===== src/hw/rtl/tmra_ram.sv =====
module tmra_ram #(
   parameter int WIDTH = 8,
   parameter int DEPTH = 16
) (
   input  logic                     clock,
   input  logic                     we,
   input  logic [$clog2(DEPTH)-1:0] waddr,
   input  logic [WIDTH-1:0]         wdata,
   input  logic                     re,
   input  logic [$clog2(DEPTH)-1:0] raddr,
   output logic [WIDTH-1:0]         rdata
);

   logic [WIDTH-1:0] mem [DEPTH];

   always_ff @(posedge clock) begin
      if (we) begin
         mem[waddr] <= wdata;
      end
      if (re) begin
         rdata <= mem[raddr];
      end
   end

endmodule


===== config.mk =====
export PLATFORM = sky130hd
export DESIGN_NAME = tmra_ram
export DESIGN_NICKNAME = d
export VERILOG_FILES = /design/src/hw/rtl/tmra_ram.sv
export SDC_FILE = /design/constraint.sdc
export NUM_CORES = 1
export LEC_CHECK = 0
export BUFFER_PORTS_ARGS = -buffer_cell sky130_fd_sc_hd__clkbuf_2
export CORE_MARGIN = 2
export CORE_UTILIZATION = 50
export DETAILED_ROUTE_END_ITERATION = 8
export HOLD_SLACK_MARGIN = 0.08
export PLACE_DENSITY = 0.66
export SKIP_CTS_REPAIR_TIMING = 1
export SLEW_MARGIN = 40
export SYNTH_ARGS = -nofsm -noshare
export SYNTH_HDL_FRONTEND = slang
export SYNTH_SLANG_ARGS = --single-unit
export TNS_END_PERCENT = 5

===== constraint.sdc =====
create_clock -name clock -period 1.6 [get_ports clock]
set_input_delay 0.08 -clock clock [delete_from_list [all_inputs] [get_ports clock]]
set_output_delay 0.08 -clock clock [all_outputs]
set_load 0.01 [all_outputs]

**Word-level counts from Yosys, hierarchy flattened**

Memories as Yosys holds them, arrays and structs flattened. A register that Yosys moved wholly into a read port is not among the register bits.
Index checks and enable logic that the tools add are counted.

- Register bits after elaboration: 0
- RAM bits: 128
- Bits of input ports: 19
- Output and inout port bits: 8
- Logic and storage cells: 3
- Memories: 1

- Multiplexer cells: 2

Memories:

| name | words | width | read ports | clocked after Yosys merged registers in | write ports | line | RTL |
|---|---|---|---|---|---|---|---|
| mem | 16 | 8 | 1 | 1 | 1 | 14 | `logic [WIDTH-1:0] mem [DEPTH];` |

Operator list:

| kind | count |
|---|---|
| $mux 1 | 2 |

**Logic depth before layout (Yosys ltp)**

- Word-level depth: 2
- Mapped depth: 5

**Worst setup path before layout**

Ideal clock, no wire load.

- Kind: input port to flip-flop
- From: in waddr[2]
- To: mem mem[0][0] (enable)
- Data arrival time: 1.190 ns
- Data required time: 1.217 ns
- Setup slack: 0.027 ns
- Cell stages on the path: 2
- Buffers on the path: 0
- Cells stage by stage: or3b_2 > nor3_1

RTL lines:

| what | line | RTL |
|---|---|---|
| start: declaration | 7 | `input logic [$clog2(DEPTH)-1:0] waddr,` |
| end: declaration | 14 |  |

No word-level cell before the write port.

==> reports/summary.md <==
The routed length per placed instance came out at 22.2 um. Setup repair after global routing left no endpoint under its margin. The cell-internal power was 6550 uW. Synthesis instantiated 18 different standard cells from the library. Die boundary width: 106 um.

The critical path is of the reg2reg type. The average vias per placed instance is 5.49. Power spread over the standard cell area amounts to 1280 nW/um2.

At the worst endpoint, the required time is 1.86 ns. The final period utilization works out to 0.916. Setup violations remaining at the end of the flow were counted as 0. For the achievable clock frequency, the log shows 682 MHz. The register area share after synthesis came out at 0.781. The switching share of power was 0.192; the register-to-register setup slack was 0.13 ns. STA classifies the critical path endpoint as a flop. The worst path meets setup with 0.134 ns of slack. For the number of DRC violations after detailed-routing iteration 0, the log shows 178.

The combinational group share of total power was 0.048. The total wirelength of the detailed-routed design was 9930 um; the count of unresolved DRC violations after routing was 0. STA puts the critical path data arrival time at 1.73 ns. The flow ran to the end, and the final reports show no timing, DRC or antenna violations.

The via count of the first global-routing pass is 2488. The critical path startpoint category is a flop. TritonCTS built the clock tree. The count of buffers added on input and output ports is 26.

The worst hold path passes through 3 cells. The leakage power of the design was 0.00216 uW; the total grt overflow was 0. Synthesis-to-finish area growth: 20.8%. For the length of the first detailed-routing pass in iterations, the log shows 4.

The mapped netlist covers 5230 um2. The logs give 0 for the max-cap check violation count and 317 for the number of nets at the end of the flow. The transition time at the pin with the least slew margin was 0.394 ns; the vertical extent of the die was 106 um. Sequential share of power: 0.498. The count of final max-slew check failures was 0; the final critical delay including setup and external delays was 1.47 ns. The run gives 0 as the number of failing hold endpoints at the final stage. The number of nets in the synthesized netlist is 248. In this run the critical register-to-register path is launched from mem[2][3].

The first global-routing pass estimated 14800 um of wire. The die outline area was 11300 um2; the count of synthesis-stage warnings from yosys was 0. In this run the most critical hold path is launched from waddr[0]. In this run the worst hold path is classified as in2reg.

Measured in cells, the most critical reg-to-reg path has a length of 3. Including well taps, the total number of placed cells is 406. A synthesized cell averages 22.8 um2. The core region is 10200 um2.

In this run the deepest clock path goes through 2 buffers. The total CTS buffers was 17; the total I/O pin count was 27. The tools report the count of antenna diodes in the layout as 0. The logs give 0 for the number of antenna violations at the first check in global routing and 2455 for the number of vias after detailed routing.

The source-to-sink clock delay at the later pin of the worst-skew pair is 0.51 ns, and the remaining number of nets flagged by the antenna check after routing is 0. The floorplan has 37 rows. For the overall fraction of global-route tracks in use, the log shows 0.192.

In the synthesized netlist, the number of instances is 229. The HPWL after detailed placement is 6240 um, and the effective utilization at floorplan is 0.511. Clock-pin slew was measured on the worst setup and hold paths at 0.06 ns. The pin count of the biggest net entering global routing came out at 33. The count of state elements after synthesis works out to 136. The global placer's final weighted congestion came out at 0.742. The tree is rooted in a clkbuf_8. The critical path startpoint was mem[2][3].

The run gives 0.737 as the normalized max-slew margin. The fraction of final layout cells with drive strength greater than 1 is 0.305. The H-tree was split into 4 levels. Relative contribution of the clock network to total power: 0.454. The largest driver fanout on the critical path works out to 1.

Summed over all nets, the switching power comes to 1560 uW. Clock skew on the completed layout was measured at 0.00597 ns. OpenSTA, run right after detailed placement, puts the worst setup slack at -0.0263 ns. The run gives 136 as the number of sinks on the clock net.

IR analysis of the VDD net gives a maximum drop of 0.000563 V. The top cell types in the final layout, fill and taps aside, are 136 x edfxtp_1, 26 x clkbuf_2, 22 x buf_4. The library cell used most frequently in the layout, excluding fill and tap cells, is edfxtp_1.

After the flow finishes, the layout carries non-filler instances totaling 447.
Yosys cell counts:
master	count	share of area
a22oi_1	16	0.023
buf_2	3	0.0029
or3b_2	1	0.0017
nand2b_1	2	0.0024
mux4_1	14	0.070
buf_6	3	0.0065
nand3b_1	2	0.0029
nor2b_1	1	0.0012
nor3_1	4	0.0038
nand2_1	9	0.0065
clkdlybuf4s25_2	3	0.0057
buf_4	1	0.0014
nor2_1	13	0.0093
mux4_2	18	0.078
nand3_1	1	0.00096
edfxtp_1	136	0.78
and2b_1	1	0.0014
and2_1	1	0.0012
state kept, by name, summed over array words and instances (netlist names):
name   flops
mem      128
rdata      8
critical path, stage by stage, from the launching register on:
cell      delay, ns
edfxtp_1       0.38
mux4_1         0.51
a22oi_1        0.25
nand2_1        0.08
metrics by stage:
stage	hold WS [ns]	TNS, ns	util	total power [uW]	instance area [um2]
5_1_grt	0.144	0	0.617	8360	6320
3_5_place_dp	0.486	-0.0325	0.554	4490	5670
2_1_floorplan	0.179	0	-	4310	5230
4_1_cts	-0.0603	0	0.609	8160	6230
3_3_place_gp	0.478	-0.0273	0.554	4480	5670
6_report	0.135	0	0.617	8110	6320
final cells by class:
cell class / count / area (um2)
Sequential cell: 136 / 4080
Fill cell: 722 / 3910
Multi-Input combinational cell: 83 / 1060
Timing Repair Buffer: 60 / 445
Clock buffer: 22 / 433
Tap cell: 136 / 170
Clock inverter: 10 / 128
path summary, 6_finish.rpt:
path / end
worst max-delay path: rdata[3]
worst min-delay path: mem[4][3]
worst max register to register: rdata[3]
worst min register to register: rdata[3]
metal layers:
layer / track usage / part of all wire
met2: 0.294 / 0.49
met5: 0 / 0
met1: 0.272 / 0.44
met3: 0.0509 / 0.057
met4: 0.0677 / 0.0072
power by group through the flow:
| stage | sequential [uW] | clock [uW] | combinational (uW) |
|---|---|---|---|
| after floorplan | 4110 | 0 | 203 |
| after global placement | 4110 | 0 | 375 |
| after detailed placement | 4110 | 0 | 382 |
| after CTS | 4040 | 3740 | 383 |
| after global routing | 4040 | 3890 | 429 |
| final | 4040 | 3680 | 393 |
kinds of logic after synthesis:
kind of cell / synth area share
multiplexers: 0.148
AND/OR/NAND/NOR: 0.0314
AO/OA/AOI/OAI: 0.0230
buffers and inverters: 0.0165
flip-flops: 0.781
No activity file was read; power rests on OpenSTA's default activity.
